===== src/rtl/gtpsc_pkg.sv =====
package gtpsc_pkg;

	// iteration count of the arctangent unit, 8 to 32
	localparam int CORDIC_STEPS = 16;

	localparam int ATAN_N = 32;
	localparam int ITER_W = $clog2(ATAN_N);
	localparam logic [ITER_W-1:0] CORDIC_LAST = ITER_W'(CORDIC_STEPS - 1);

	// vector and angle accumulator widths of the arctangent unit
	localparam int CORDIC_W = 36;
	localparam int ANGLE_W = 28;

	// radicand width of the square root unit
	localparam int SQ_W = 63;

	localparam int PI_Q13 = 25736;
	localparam int TWO_PI_Q13 = 51472;
	localparam int HALF_PI_Q24 = 26353589;
	localparam int ROUND_Q24 = 1024;
	localparam int ONE_Q28 = 268435456;
	localparam logic [30:0] SAT31 = 31'h7FFF_FFFF;

	localparam logic signed [ANGLE_W-1:0] ATAN_Q24 [ATAN_N] = '{
		28'sd13176795, 28'sd7778716, 28'sd4110060, 28'sd2086331,
		28'sd1047214, 28'sd524117, 28'sd262123, 28'sd131069,
		28'sd65536, 28'sd32768, 28'sd16384, 28'sd8192,
		28'sd4096, 28'sd2048, 28'sd1024, 28'sd512,
		28'sd256, 28'sd128, 28'sd64, 28'sd32,
		28'sd16, 28'sd8, 28'sd4, 28'sd2,
		28'sd1, 28'sd0, 28'sd0, 28'sd0,
		28'sd0, 28'sd0, 28'sd0, 28'sd0
	};

	typedef enum logic [1:0] {
		CMD_ODOM   = 2'd0,
		CMD_ARM    = 2'd1,
		CMD_CANCEL = 2'd2
	} gtpsc_cmd_t;

	typedef enum logic [2:0] {
		CFG_GOAL_X   = 3'd0,
		CFG_GOAL_Y   = 3'd1,
		CFG_GOAL_HDG = 3'd2,
		CFG_LIN_LIM  = 3'd3,
		CFG_ANG_LIM  = 3'd4,
		CFG_POS_TOL  = 3'd5,
		CFG_HDG_TOL  = 3'd6
	} gtpsc_cfg_t;

	typedef enum logic [2:0] {
		ST_IDLE,
		ST_MUL,
		ST_YAW,
		ST_BRG,
		ST_ERR,
		ST_DECIDE,
		ST_EMIT
	} gtpsc_state_t;

	// fold an angle difference back into plus or minus pi
	function automatic logic signed [15:0] wrap_angle(input logic signed [17:0] a);
		logic signed [17:0] r;
		r = a;
		if (a > 18'(PI_Q13)) begin
			r = a - 18'(TWO_PI_Q13);
		end else if (a < -18'(PI_Q13)) begin
			r = a + 18'(TWO_PI_Q13);
		end
		return r[15:0];
	endfunction

endpackage


===== src/rtl/gtpsc_cordic.sv =====
module gtpsc_cordic (
	input  logic                                  clk,
	input  logic                                  arst_n,
	input  logic                                  start,
	input  logic signed [gtpsc_pkg::CORDIC_W-1:0] x_in,
	input  logic signed [gtpsc_pkg::CORDIC_W-1:0] y_in,
	output logic                                  done,
	output logic signed [15:0]                    angle
);

	localparam int CW = gtpsc_pkg::CORDIC_W;
	localparam int ZW = gtpsc_pkg::ANGLE_W;

	logic                             run_q;
	logic                             done_q;
	logic [gtpsc_pkg::ITER_W-1:0]     cnt_q;
	logic                             zero_q;
	logic signed [CW-1:0]             x_q, y_q;
	logic signed [ZW-1:0]             z_q;

	logic signed [CW-1:0]             x0, y0, x_n, y_n, sx, sy;
	logic signed [ZW-1:0]             z0, z_n, rnd;

	// move the left half plane onto the right half before rotating
	always_comb begin
		x0 = x_in;
		y0 = y_in;
		z0 = '0;
		if (x_in < 0) begin
			if (y_in >= 0) begin
				x0 = y_in;
				y0 = -x_in;
				z0 = ZW'(gtpsc_pkg::HALF_PI_Q24);
			end else begin
				x0 = -y_in;
				y0 = x_in;
				z0 = -ZW'(gtpsc_pkg::HALF_PI_Q24);
			end
		end
	end

	always_comb begin
		sx = x_q >>> cnt_q;
		sy = y_q >>> cnt_q;
		if (y_q > 0) begin
			x_n = x_q + sy;
			y_n = y_q - sx;
			z_n = z_q + gtpsc_pkg::ATAN_Q24[cnt_q];
		end else begin
			x_n = x_q - sy;
			y_n = y_q + sx;
			z_n = z_q - gtpsc_pkg::ATAN_Q24[cnt_q];
		end
	end

	always_ff @(posedge clk or negedge arst_n) begin
		if (!arst_n) begin
			run_q  <= 1'b0;
			done_q <= 1'b0;
			cnt_q  <= '0;
		end else begin
			done_q <= 1'b0;
			if (start) begin
				run_q <= 1'b1;
				cnt_q <= '0;
			end else if (run_q) begin
				cnt_q <= cnt_q + 1'b1;
				if (cnt_q == gtpsc_pkg::CORDIC_LAST) begin
					run_q  <= 1'b0;
					done_q <= 1'b1;
				end
			end
		end
	end

	always_ff @(posedge clk) begin
		if (start) begin
			x_q    <= x0;
			y_q    <= y0;
			z_q    <= z0;
			zero_q <= (x_in == '0) && (y_in == '0);
		end else if (run_q) begin
			x_q <= x_n;
			y_q <= y_n;
			z_q <= z_n;
		end
	end

	// round Q24 to Q13 half up, then limit to plus or minus pi
	always_comb begin
		rnd = (z_q + ZW'(gtpsc_pkg::ROUND_Q24)) >>> 11;
		if (zero_q) begin
			angle = '0;
		end else if (rnd > ZW'(gtpsc_pkg::PI_Q13)) begin
			angle = 16'(gtpsc_pkg::PI_Q13);
		end else if (rnd < -ZW'(gtpsc_pkg::PI_Q13)) begin
			angle = -16'(gtpsc_pkg::PI_Q13);
		end else begin
			angle = rnd[15:0];
		end
	end

	assign done = done_q;

endmodule


===== config.mk =====
export PLATFORM = sky130hd
export DESIGN_NAME = gtpsc_cordic
export DESIGN_NICKNAME = d
export VERILOG_FILES = /design/src/rtl/gtpsc_pkg.sv /design/src/rtl/gtpsc_cordic.sv
export SDC_FILE = /design/constraint.sdc
export NUM_CORES = 1
export LEC_CHECK = 0
export BUFFER_PORTS_ARGS = -buffer_cell sky130_fd_sc_hd__buf_2
export CAP_MARGIN = 5
export CORE_MARGIN = 8
export CORE_UTILIZATION = 40
export DETAILED_ROUTE_END_ITERATION = 7
export PLACE_DENSITY = 0.6
export SLEW_MARGIN = 20
export SYNTH_ARGS = -nofsm -noshare
export SYNTH_HDL_FRONTEND = slang
export SYNTH_SLANG_ARGS = --single-unit

===== constraint.sdc =====
create_clock -name clk -period 8.6 [get_ports clk]
set_clock_uncertainty 0.2 [all_clocks]
set_input_delay 0.86 -clock clk [delete_from_list [all_inputs] [get_ports clk]]
set_output_delay 0.86 -clock clk [all_outputs]
set_load 0.01 [all_outputs]

==> results.md <==
- First-pass DRT Iterations: 7
- Yosys cell types: 98
- DR WL/cell: 26.89 um
- Yosys warns: 0
- Row cnt: 80
- Post-DP Area: 20210 um2
- All-layer global routing usage: 0.2819
- Placed cells: 3008
- Dominant synthesized flop cell: edfxtp_1
- Total power: 10.44 mW
- Clock latency on the worst-skew pair: 0.41 ns
- Unrepaired setup endpoints after global routing: no
- Postcts setup bufs: 0
- Synth async-reset ratio: 0.06481
- Switching share of power: 0.5510
- Post-CTS Resized: 0
- Post-synth top area share: 0.1567
- Arr. time, crit path: 8.14 ns
- #FFs+latches synth: 108
- RD Place Congestion: 1.033
- Largest net degree at the start of global routing: 90
- Reg area: 3219 um2
- Core footprint: 47750 um2
- Pwr dens: 508.7 nW/um2
- Initial antenna violation count: 2
- Root Buffer: clkbuf_16
- Fin crit share: 0.9547
- Utilization after layout: 0.4298
- Vias: 20260
- Worst r2r path cells: 25
- Peak VDD IR: 183.1 uV
- Final Cell Area: 20520 um2
- Worst EP required: 8.53 ns
- Share of cells above drive strength 1: 0.1266
- Final Hold Slack: 0.1035 ns
- Number of DRC markers in iteration 0: 2426
- Post-route DRC: 0
- Minimum clock period: 8.210 ns
- Slew Limit Fails: 0
- CP Capture Type: register
- Worst Setup Path Type: register to register
- Max Freq: 121.8 MHz
- Worst R2R End: x_q[35]
- R2r startpoint: cnt_q[1]
- IO Count: 92
- Final nets: 2594
- Grt ovf: 0
- P&R area growth vs syn: 6.018%
- Synth area leader: edfxtp_1
- CP Buf/Inv Count: 3
- Pint: 4.687 mW
- Psw: 5.753 mW
- Die area: 55680 um2
- DP Wirelength: 63.31 mm
- Post-synth EDFFs: 101
- Final non-filler cell total: 3025
- Fin worst setup slack: 0.3898 ns
- Via/cell ratio: 6.697
- Multi-input logic area: 15130 um2
- Hold Path Class: input port to async pin
- Clock power share: 0.045
- Syn avg cell area: 8.028 um2
- Seq pwr share: 0.161
- Synth Instances: 2411
- # fillers: 4740
- Input/output buffers: 91
- Die W: 236.0 um
- Netlist Area Pre-Place: 19360 um2
- Setup WS pre-CTS: 0.5845 ns
- Max cap viols: 0
- Crit-path max cell delay: 0.84 ns
- CTS buffer count: 9
- Bufs on Longest Clock Path: 2
- Most frequent cells in the layout: 227 x nand2_1, 204 x o21ai_0, 180 x a21oi_1, 171 x nor2_1, 117 x xnor2_1
- Clock transition at path regs: 0.09 ns
- Reg2Reg Setup Slack: 0.39 ns
- Initial Utilization: 0.4054
- Max_slew headroom: 0.2748
- Hold Violations, Final: 0
- DIE HEIGHT: 236.0 um
- Status: completed
- Final antenna-violating net count: 0
- CTS Sinks: 108
- Static leakage: 7.907 nW
- Final wirelength: 81.35 mm
- First-pass GRT wire length: 122.3 mm
- Family with the most delay on the worst path: simple AND/OR/NAND/NOR gates
- Largest cells by area after synthesis: edfxtp_1 16%, mux4_2 8.4%, ha_1 7.2%, xnor2_1 5.3%, o21ai_0 5.3%
- Post-Syn Nets: 2601
- Hold_buf cts: 0
- Final setup violation count: 0
- CP max stage cell: dfrtp_4
- CTS tree: built
- Commonest non-fill, non-tap cell in the layout: nand2_1
- Worst-Margin Slew: 1.085 ns
- Comb pwr share: 0.794
- CP max FO: 44
- Vias in the first global route: 19450
- Max H-tree Level: 3
- Seq/Total Area, Yosys: 0.1657
- Startpoint types: register
- Setup TNS: 0 ns
-- metal layers --
layer | part of all wire | track usage
met1 | 0.41 | 0.3558
met2 | 0.46 | 0.4645
met3 | 0.083 | 0.05725
met4 | 0.048 | 0.1177
met5 | 0.00012 | 0
-- cell families (layout without fill, tap and decap cells) --
group	count (synthesis)	in the layout	synth area share
simple gates	763	763	0.1938
mux	162	162	0.1364
compound gates	804	804	0.2689
buf+inv	226	224	0.05346
xor+xnor	232	232	0.1057
flops	108	108	0.1657
other cells	0	1	0
fa+ha+maj	116	116	0.07602
-- worst max-delay path by stage --
stage / startpoint / to / slack [ns] / cells past startpoint
3_5_place_dp: cnt_q[1] / x_q[35] / 0.58 / 25
4_1_cts: cnt_q[1] / x_q[35] / 0.55 / 25
5_1_grt: cnt_q[1] / x_q[35] / 0.07 / 25
6_report: cnt_q[1] / x_q[35] / 0.39 / 25
2_1_floorplan: cnt_q[0] / y_q[35] / 2.00 / 27
3_3_place_gp: cnt_q[1] / x_q[35] / 0.53 / 25
-- registers in the layout (all words and copies together) (netlist names) --
signal / count
done: 1
cnt_q: 5
zero_q: 1
x_q: 36
run_q: 1
y_q: 36
z_q: 28
-- layout make-up --
class,instances,share of cell area
clock inverter,6,0.003780
inverter,70,0.01280
multi-input combinational,2077,0.7375
sequential,108,0.1569
tap,615,0.03750
antenna,1,0.0001219
timing repair buffer,138,0.04024
clock buffer,10,0.01116
-- power by group through the flow --
stage / registers (mW) / logic [mW] / clock network (mW)
final: 1.69 / 8.29 / 0.469
after global routing: 1.69 / 9.06 / 0.488
after CTS: 1.63 / 8.14 / 0.477
after detailed placement: 1.65 / 8.07 / 0
after global placement: 1.64 / 8.02 / 0
after floorplan: 1.25 / 6.19 / 0
-- synthesized netlist by cell type, drive strengths merged (22+ instances only) --
cell    count
edfxtp    101
nand2     228
o31ai      31
o21ai     206
a21o       49
a21oi     180
xnor2     117
a31oi      33
xor2      114
and3       22
nor3       52
a211oi     45
mux4       77
mux2       23
inv        69
buf        70
nand2b     46
o22ai      28
o211ai     69
nor2      173
and2       27
ha        112
nor4       26
or3        27
nand3      63
clkbuf     86
mux2i      62
No activity file was read; power rests on OpenSTA's default activity.
