File: src/rtl/gtpsc_pkg.sv
package gtpsc_pkg;

	// iteration count of the arctangent unit, 8 to 32
	localparam int CORDIC_STEPS = 16;

	localparam int ATAN_N = 32;
	localparam int ITER_W = $clog2(ATAN_N);
	localparam logic [ITER_W-1:0] CORDIC_LAST = ITER_W'(CORDIC_STEPS - 1);

	// vector and angle accumulator widths of the arctangent unit
	localparam int CORDIC_W = 36;
	localparam int ANGLE_W = 28;

	// radicand width of the square root unit
	localparam int SQ_W = 63;

	localparam int PI_Q13 = 25736;
	localparam int TWO_PI_Q13 = 51472;
	localparam int HALF_PI_Q24 = 26353589;
	localparam int ROUND_Q24 = 1024;
	localparam int ONE_Q28 = 268435456;
	localparam logic [30:0] SAT31 = 31'h7FFF_FFFF;

	localparam logic signed [ANGLE_W-1:0] ATAN_Q24 [ATAN_N] = '{
		28'sd13176795, 28'sd7778716, 28'sd4110060, 28'sd2086331,
		28'sd1047214, 28'sd524117, 28'sd262123, 28'sd131069,
		28'sd65536, 28'sd32768, 28'sd16384, 28'sd8192,
		28'sd4096, 28'sd2048, 28'sd1024, 28'sd512,
		28'sd256, 28'sd128, 28'sd64, 28'sd32,
		28'sd16, 28'sd8, 28'sd4, 28'sd2,
		28'sd1, 28'sd0, 28'sd0, 28'sd0,
		28'sd0, 28'sd0, 28'sd0, 28'sd0
	};

	typedef enum logic [1:0] {
		CMD_ODOM   = 2'd0,
		CMD_ARM    = 2'd1,
		CMD_CANCEL = 2'd2
	} gtpsc_cmd_t;

	typedef enum logic [2:0] {
		CFG_GOAL_X   = 3'd0,
		CFG_GOAL_Y   = 3'd1,
		CFG_GOAL_HDG = 3'd2,
		CFG_LIN_LIM  = 3'd3,
		CFG_ANG_LIM  = 3'd4,
		CFG_POS_TOL  = 3'd5,
		CFG_HDG_TOL  = 3'd6
	} gtpsc_cfg_t;

	typedef enum logic [2:0] {
		ST_IDLE,
		ST_MUL,
		ST_YAW,
		ST_BRG,
		ST_ERR,
		ST_DECIDE,
		ST_EMIT
	} gtpsc_state_t;

	// fold an angle difference back into plus or minus pi
	function automatic logic signed [15:0] wrap_angle(input logic signed [17:0] a);
		logic signed [17:0] r;
		r = a;
		if (a > 18'(PI_Q13)) begin
			r = a - 18'(TWO_PI_Q13);
		end else if (a < -18'(PI_Q13)) begin
			r = a + 18'(TWO_PI_Q13);
		end
		return r[15:0];
	endfunction

endpackage

File: src/rtl/gtpsc_isqrt.sv
module gtpsc_isqrt (
	input  logic                         clk,
	input  logic                         arst_n,
	input  logic                         start,
	input  logic [gtpsc_pkg::SQ_W-1:0]   radicand,
	output logic                         done,
	output logic [30:0]                  root
);

	logic        run_q;
	logic        done_q;
	logic [63:0] n_q, res_q, bit_q;
	logic [63:0] trial;
	logic        take;

	// res has no bits at or below the current bit, so the add is an OR
	assign trial = res_q | bit_q;
	assign take  = n_q >= trial;

	always_ff @(posedge clk or negedge arst_n) begin
		if (!arst_n) begin
			run_q  <= 1'b0;
			done_q <= 1'b0;
		end else begin
			done_q <= 1'b0;
			if (start) begin
				run_q <= 1'b1;
			end else if (run_q && bit_q[0]) begin
				run_q  <= 1'b0;
				done_q <= 1'b1;
			end
		end
	end

	always_ff @(posedge clk) begin
		if (start) begin
			n_q   <= 64'(radicand);
			res_q <= '0;
			bit_q <= 64'(1) << 62;
		end else if (run_q) begin
			bit_q <= bit_q >> 2;
			if (take) begin
				n_q   <= n_q - trial;
				res_q <= (res_q >> 1) | bit_q;
			end else begin
				res_q <= res_q >> 1;
			end
		end
	end

	assign root = (res_q[63:31] != '0) ? gtpsc_pkg::SAT31 : res_q[30:0];
	assign done = done_q;

endmodule

File: config.mk
export PLATFORM = sky130hd
export DESIGN_NAME = gtpsc_isqrt
export DESIGN_NICKNAME = d
export VERILOG_FILES = /design/src/rtl/gtpsc_pkg.sv /design/src/rtl/gtpsc_isqrt.sv
export SDC_FILE = /design/constraint.sdc
export NUM_CORES = 1
export LEC_CHECK = 0
export BUFFER_PORTS_ARGS = -buffer_cell sky130_fd_sc_hd__buf_2
export CAP_MARGIN = 30
export CORE_UTILIZATION = 35
export DETAILED_ROUTE_END_ITERATION = 6
export HOLD_SLACK_MARGIN = 0.03
export PLACE_DENSITY = 0.63
export SETUP_SLACK_MARGIN = 0.3
export SLEW_MARGIN = 20
export SYNTH_ARGS = -nofsm -noshare
export SYNTH_HDL_FRONTEND = slang
export SYNTH_SLANG_ARGS = --single-unit
File: constraint.sdc
create_clock -name clk -period 10.5 [get_ports clk]
set_clock_uncertainty 0.15 [all_clocks]
set_input_delay 1.05 -clock clk [delete_from_list [all_inputs] [get_ports clk]]
set_output_delay 1.05 -clock clk [all_outputs]
set_load 0.01 [all_outputs]
==> impl_metrics.json, run 1 <==
{
  "worst_pin_slew_ps": 883,
  "initial_core_util": 0.356,
  "via_per_inst": 5.40,
  "crit_type": "reg2reg",
  "h-tree-depth": 4,
  "seqPwrFrac": 0.246,
  "drive_gt1_frac": 0.128,
  "grt_pass1_vias": 9193,
  "finalSetupTns_ps": 0,
  "diodes": 0,
  "routed_wl_mm": 29.8,
  "p_comb_frac": 0.585,
  "max_freq_ghz": 0.252,
  "final_core_util": 0.400,
  "place_area_um2": 11600,
  "period_needed_ps": 3970,
  "synthCells": 1290,
  "hold_class": "in2async",
  "clk_latency_ps": 450,
  "io_buffers": 97,
  "syn_nets": 1420,
  "die_area_um2": 31800,
  "layout_common_cells": "147 x nor2_1, 145 x nand2_1, 119 x a21oi_1",
  "swShare": 0.459,
  "synth_seq_cells": 161,
  "p_per_area_nw_per_um2": 303,
  "hpwl_mm": 22.0,
  "status": "complete, no violations",
  "fp.coreArea_um2": 30600,
  "num_rows": 64,
  "p_total_mw": 3.71,
  "cts_setup_buffers": 0,
  "clock_power_share": 0.169,
  "r2r_slack_ps": 6530,
  "cp_data_arrival_time_ps": 3890,
  "synth_flop_cell": "dfxtp_1",
  "p_int_mw": 2.01,
  "die_w_um": 178,
  "clock-sinks": 161,
  "period_share": 0.378,
  "cp-start-kind": "flop",
  "place_congestion": 0.890,
  "rsz0062_at_grt": "false",
  "io_pins": 98,
  "synthToLayoutAreaGrowth_pct": 12.3,
  "drtPass1Iterations": 5,
  "cts_hold_buf": 0,
  "seq_area_frac_synth": 0.355,
  "synth_edf_count": 63,
  "route.detailed.drc": 0,
  "drv_slew": 0,
  "fin_area_um2": 12200,
  "ctsResizeCount": 0,
  "cts_buffers": 17,
  "finalSetupViolations": 0,
  "async_flop_share": 0.0124,
  "leakage_nw": 5.43,
  "groute.usage.overall": 0.189,
  "overflow": 0,
  "grt_pass1_wl_mm": 47.3,
  "drt-initial-drc-count": 743,
  "cts_root_buffer": "clkbuf_16",
  "cp_data_required_time_ps": 10420,
  "yosysWarnings": 0,
  "critPathMaxFanout": 51,
  "peakVddDrop_mv": 0.131,
  "antenna_left": 0,
  "cap_violations": 0,
  "wire_per_inst_um": 17.0,
  "synth.avg_cell_area_um2": 8.43,
  "antenna_found_initial": 1,
  "cts_tree": "built",
  "ys_types": 74,
  "syn_area_um2": 10900,
  "netSwitchingPower_mw": 1.70,
  "final_nets": 1472,
  "die_h_um": 178,
  "endpoint_kind": "flop",
  "grt_max_degree": 92,
  "layout_commonest_cell": "nor2_1",
  "clk_path_buf_depth": 2,
  "hold_viol": 0,
  "vias": 9459,
  "clk_pin_slew_worst_paths_ps": 70,
  "slew_headroom": 0.410
}
## path summary, 6_finish.rpt
path	start	cells after the start	to
max	bit_q[0]$_SDFFE_PP0P_	12	n_q[48]$_DFFE_PP_
min	arst_n	1	done$_DFF_PN0_
max reg2reg	bit_q[0]$_SDFFE_PP0P_	12	n_q[48]$_DFFE_PP_
min reg2reg	bit_q[46]$_SDFFE_PP0P_	2	res_q[46]$_SDFFE_PP0P_
max in group asynchronous	arst_n	1	run_q$_DFFE_PN0P_
min in group clk	bit_q[46]$_SDFFE_PP0P_	2	res_q[46]$_SDFFE_PP0P_
## critical path, cell delays in order (launching register included)
cell and delay (ps):
dfxtp_1 340, or2_2 300, ha_1 200, inv_1 70, fa_1 220, a211oi_1 100, o211ai_1 300, nand3_1 240
a31oi_2 230, nor4_4 80, o32ai_4 280, or2_2 370, buf_4 680
## cell families (layout without fill, tap and decap cells)
family	after synthesis	after routing	synth area share
fa+ha+maj	64	64	0.0743
buf+inv	136	201	0.0506
flops	161	161	0.355
simple gates	437	437	0.187
mux	101	101	0.0937
compound gates	346	346	0.203
xor+xnor	45	45	0.0362
## cell type report
cell class                      instances  area, um2
Timing Repair Buffer                  106        564
Tap cell                              396        495
Sequential cell                       161       3870
Inverter                               63        236
Multi-Input combinational cell        993       6470
Clock buffer                           17        425
Fill cell                            3137      18400
Clock inverter                         15        165
## flip-flops by register name, indices dropped and copies added (netlist names)
| register | flops |
|---|---|
| bit_q | 32 |
| done | 1 |
| n_q | 64 |
| run_q | 1 |
| res_q | 63 |
## power by group through the flow
stage / Combinational (mW) / Sequential [mW] / Clock, mW
floorplan: 1.61 / 0.905 / 0
global placement: 2.11 / 0.923 / 0
detailed placement: 2.13 / 0.927 / 0
CTS: 2.15 / 0.915 / 0.637
global route: 2.40 / 0.928 / 0.657
finish: 2.17 / 0.912 / 0.627
## stage by stage
step | cells | hold WS (ps) | worst slack, ps
global placement | 1716 | 322 | 6600
detailed placement | 1718 | 330 | 6510
finish | 1751 | 233 | 6530
floorplan | 1290 | 307 | 6880
CTS | 1750 | 220 | 6510
global route | 1751 | 220 | 6210
## synth_stat cells (6+ instances only)
master      n  area [um2]
nand4_1    27         169
xnor2_1    28         245
clkbuf_1   40         150
nor2_1    147         552
a31oi_1    12        75.1
o21bai_1   18         135
o21ai_1     6        30.0
or2_2       8        50.1
buf_1       8        30.0
o21ai_0    76         380
a311oi_1    7        61.3
nor4_1     10        62.6
o211ai_1   14         105
a211oi_1    6        45.0
a21o_1     34         255
nor3_1     12        60.1
and3_1     12        75.1
nand2_1   145         544
dfxtp_1    96        1920
o21a_1      8        60.1
nand3_1    19        95.1
ha_1       63         788
o31ai_1    11        82.6
a21oi_1   119         596
or3_1      21         131
buf_2      20         100
mux2i_1    97         971
xor2_1     17         149
inv_1      63         236
edfxtp_1   63        1890
nand2b_1    6        37.5
## routing by layer
layer,up-vias,wire length (um),part of all wire,track usage
met4,0,545,0.018,0.0554
met1,4448,14400,0.48,0.263
li1,4729,-,-,-
met3,37,1400,0.047,0.0313
met5,-,0,0,0
met2,245,13500,0.45,0.300
(Power assumes the default switching activity.)
==> inputs of run 2 (changes only) <==
--- a/config.mk
+++ b/config.mk
@@ -10,7 +10,7 @@
 export CORE_UTILIZATION = 35
 export DETAILED_ROUTE_END_ITERATION = 6
 export HOLD_SLACK_MARGIN = 0.03
-export PLACE_DENSITY = 0.63
+export PLACE_DENSITY = 0.65
 export SETUP_SLACK_MARGIN = 0.3
 export SLEW_MARGIN = 20
 export SYNTH_ARGS = -nofsm -noshare
==> constraint.sdc (replaced) <==
create_clock -name clk -period 3.4 [get_ports clk]
set_clock_uncertainty 0.15 [all_clocks]
set_input_delay 0.34 -clock clk [delete_from_list [all_inputs] [get_ports clk]]
set_output_delay 0.34 -clock clk [all_outputs]
set_load 0.01 [all_outputs]
==> run 2 against run 1 <==
  * Global-route usage increased by 0.51 points
  * Die area unchanged
  * Clock-buffer cell count is the same
  * Maximum frequency rose by 24%
  * Largest power group unchanged
  * Clock power rose to 3.2 times the previous value
  * Critical path depth grew 2
  * Sequential power rose to 3.2 times the previous value
  * Via count grew 5.9%
  * Highest routed layer unchanged
  * Largest cell class unchanged
  * Non-clock buffer count increased by 70
  * Final cell count increased by 4.1%
==> impl_metrics.json, run 2 (synthesis gave the netlist of run 1 again) <==
{
  "status": "complete, no violations",
  "layout_top_registers": "n_q: 64 flops, res_q: 63 flops, bit_q: 32 flops",
  "cp-start-kind": "flop",
  "endpoint_kind": "flop",
  "largest-register": "n_q",
  "final_core_util": 0.451,
  "wire_per_inst_um": 17.9,
  "via_per_inst": 5.49,
  "hold_viol": 0,
  "layout_commonest_cell": "nand2_1",
  "stdcell_count": 1823,
  "max_freq_ghz": 0.313,
  "clk_path_buf_depth": 2,
  "routed_wl_mm": 32.7,
  "worstRegToRegCells": 14,
  "cp_cell_sequence": "or2_4, ha_4, inv_2, fa_2, a211oi_2, o211ai_1, nand3_1, a31oi_2, o21bai_1, buf_4, a211oi_4, nand3b_1, o31a_1, o211ai_1",
  "critPathMaxFanout": 4,
  "rsz0062_at_grt": "true",
  "crit_end": "n_q[58]$_DFFE_PP_",
  "leakage_nw": 5.96,
  "drv_slew": 0,
  "crit_type": "reg2reg",
  "fp.coreArea_um2": 30600,
  "cp_data_arrival_time_ps": 3230,
  "h-tree-depth": 4,
  "p_total_mw": 13.4,
  "grt_pass1_wl_mm": 48.8,
  "die_area_um2": 31800,
  "clk_latency_ps": 440,
  "period_share": 0.941,
  "clock-sinks": 161,
  "cts_buffers": 17,
  "p_per_area_nw_per_um2": 968,
  "io_buffers": 97,
  "final_nets": 1543,
  "r2r_slack_ps": 200,
  "startpoint": "res_q[0]$_SDFFE_PP0P_",
  "finalHoldWorstSlack_ps": 36.3,
  "overflow": 0,
  "drive_gt1_frac": 0.251,
  "placed_cells": 1735,
  "slew_headroom": 0.431,
  "route.detailed.drc": 0,
  "layout_common_cells": "145 x nand2_1, 142 x nor2_1, 109 x a21oi_1",
  "grt_max_degree": 151,
  "largest_reg_flops": 64,
  "cp_data_required_time_ps": 3430,
  "finalSetupViolations": 0,
  "antenna_left": 0,
  "clk_pin_slew_worst_paths_ps": 80,
  "slowest_stage": "dfxtp_2",
  "worst_pin_slew_ps": 852,
  "grt_pass1_vias": 9309,
  "groute.usage.overall": 0.194,
  "drtPass1Iterations": 7,
  "r2r_end": "n_q[58]$_DFFE_PP_",
  "io_pins": 98,
  "hp-start": "radicand[6]",
  "antenna_found_initial": 1,
  "vias": 10015,
  "die_w_um": 178,
  "die_h_um": 178,
  "critPathMostFrequentCell": "o211ai_1",
  "num_rows": 64,
  "cap_violations": 0,
  "synthToLayoutAreaGrowth_pct": 26.8,
  "hpwl_mm": 22.1,
  "cts_root_buffer": "clkbuf_16",
  "finalSetupTns_ps": 0,
  "cp_slowest_stage_delay_ps": 320,
  "place_congestion": 0.956,
  "cp_top_family": "compound AO/OA/AOI/OAI gates",
  "cts_tree": "built",
  "critical_path_cell_count": 14,
  "initial_core_util": 0.356,
  "critical_path_buf_inv_count": 2,
  "drt-initial-drc-count": 840,
  "peakVddDrop_mv": 0.449,
  "rr_startpoint": "res_q[0]$_SDFFE_PP0P_",
  "hold_class": "in2reg",
  "period_needed_ps": 3200
}
==> run 2: cell types whose count changed in the layout (fill, tap and decap cells not counted), moves of 8 or more <==
cell,previous run,this run
a21oi_1,119,109
a31oi_1,12,4
buf_4,6,56
dfxtp_1,96,70
dfxtp_2,0,26
ha_1,63,24
ha_2,0,9
ha_4,0,30
==> run 2: per-layer routing <==
layer  share of wire  vias up  track usage
li1                -     4891            -
met1            0.45     4736        0.265
met2            0.46      340        0.313
met3           0.060       48       0.0326
met4           0.024        0       0.0579
met5               0        -            0
==> run 2: final cells by class <==
| cell class | count | area (um2) |
|---|---|---|
| Fill cell | 2945 | 16800 |
| Clock inverter | 15 | 185 |
| Clock buffer | 17 | 425 |
| Inverter | 63 | 236 |
| Multi-Input combinational cell | 994 | 7270 |
| Timing Repair Buffer | 176 | 1290 |
| Tap cell | 396 | 495 |
| Sequential cell | 161 | 3900 |
| Antenna cell | 1 | 2.50 |
==> run 2: stage by stage <==
| stage | setup WS (ps) | area [um2] |
|---|---|---|
| after global routing | 28.3 | 13800 |
| after CTS | 233 | 12800 |
| after global placement | 118 | 11800 |
| final | 200 | 13800 |
| after floorplan | 194 | 10900 |
| after detailed placement | 62.6 | 11800 |
==> run 2: how the worst min path moves through the flow <==
stage / end / cells after the start
global placement: done$_DFF_PN0_ / 1
CTS: n_q[6]$_DFFE_PP_ / 3
floorplan: done$_DFF_PN0_ / 0
finish: n_q[6]$_DFFE_PP_ / 3
detailed placement: done$_DFF_PN0_ / 1
global route: n_q[40]$_DFFE_PP_ / 3
==> run 2: tightest hold or removal path, cell delays in order <==
cell,delay [ps]
buf_2,80
nand2_1,40
o21ai_0,60
==> run 2: power breakdown <==
group / switching (mW) / internal [mW] / total (mW)
Clock: 0.976 / 1.00 / 1.98
Sequential: 0.278 / 2.65 / 2.93
Combinational: 4.77 / 3.67 / 8.45
Total: 6.03 / 7.33 / 13.4
==> run 2: timing repair <==
action / in CTS / in global routing
setup buffers: 9 / 30
hold buffers: 6 / 0
pin swaps: 21 / 48
gates cloned: 1 / 9
endpoints found under the hold margin: 7 / 0
gates resized for setup: 41 / 134
endpoints found under the setup margin: 84 / 130
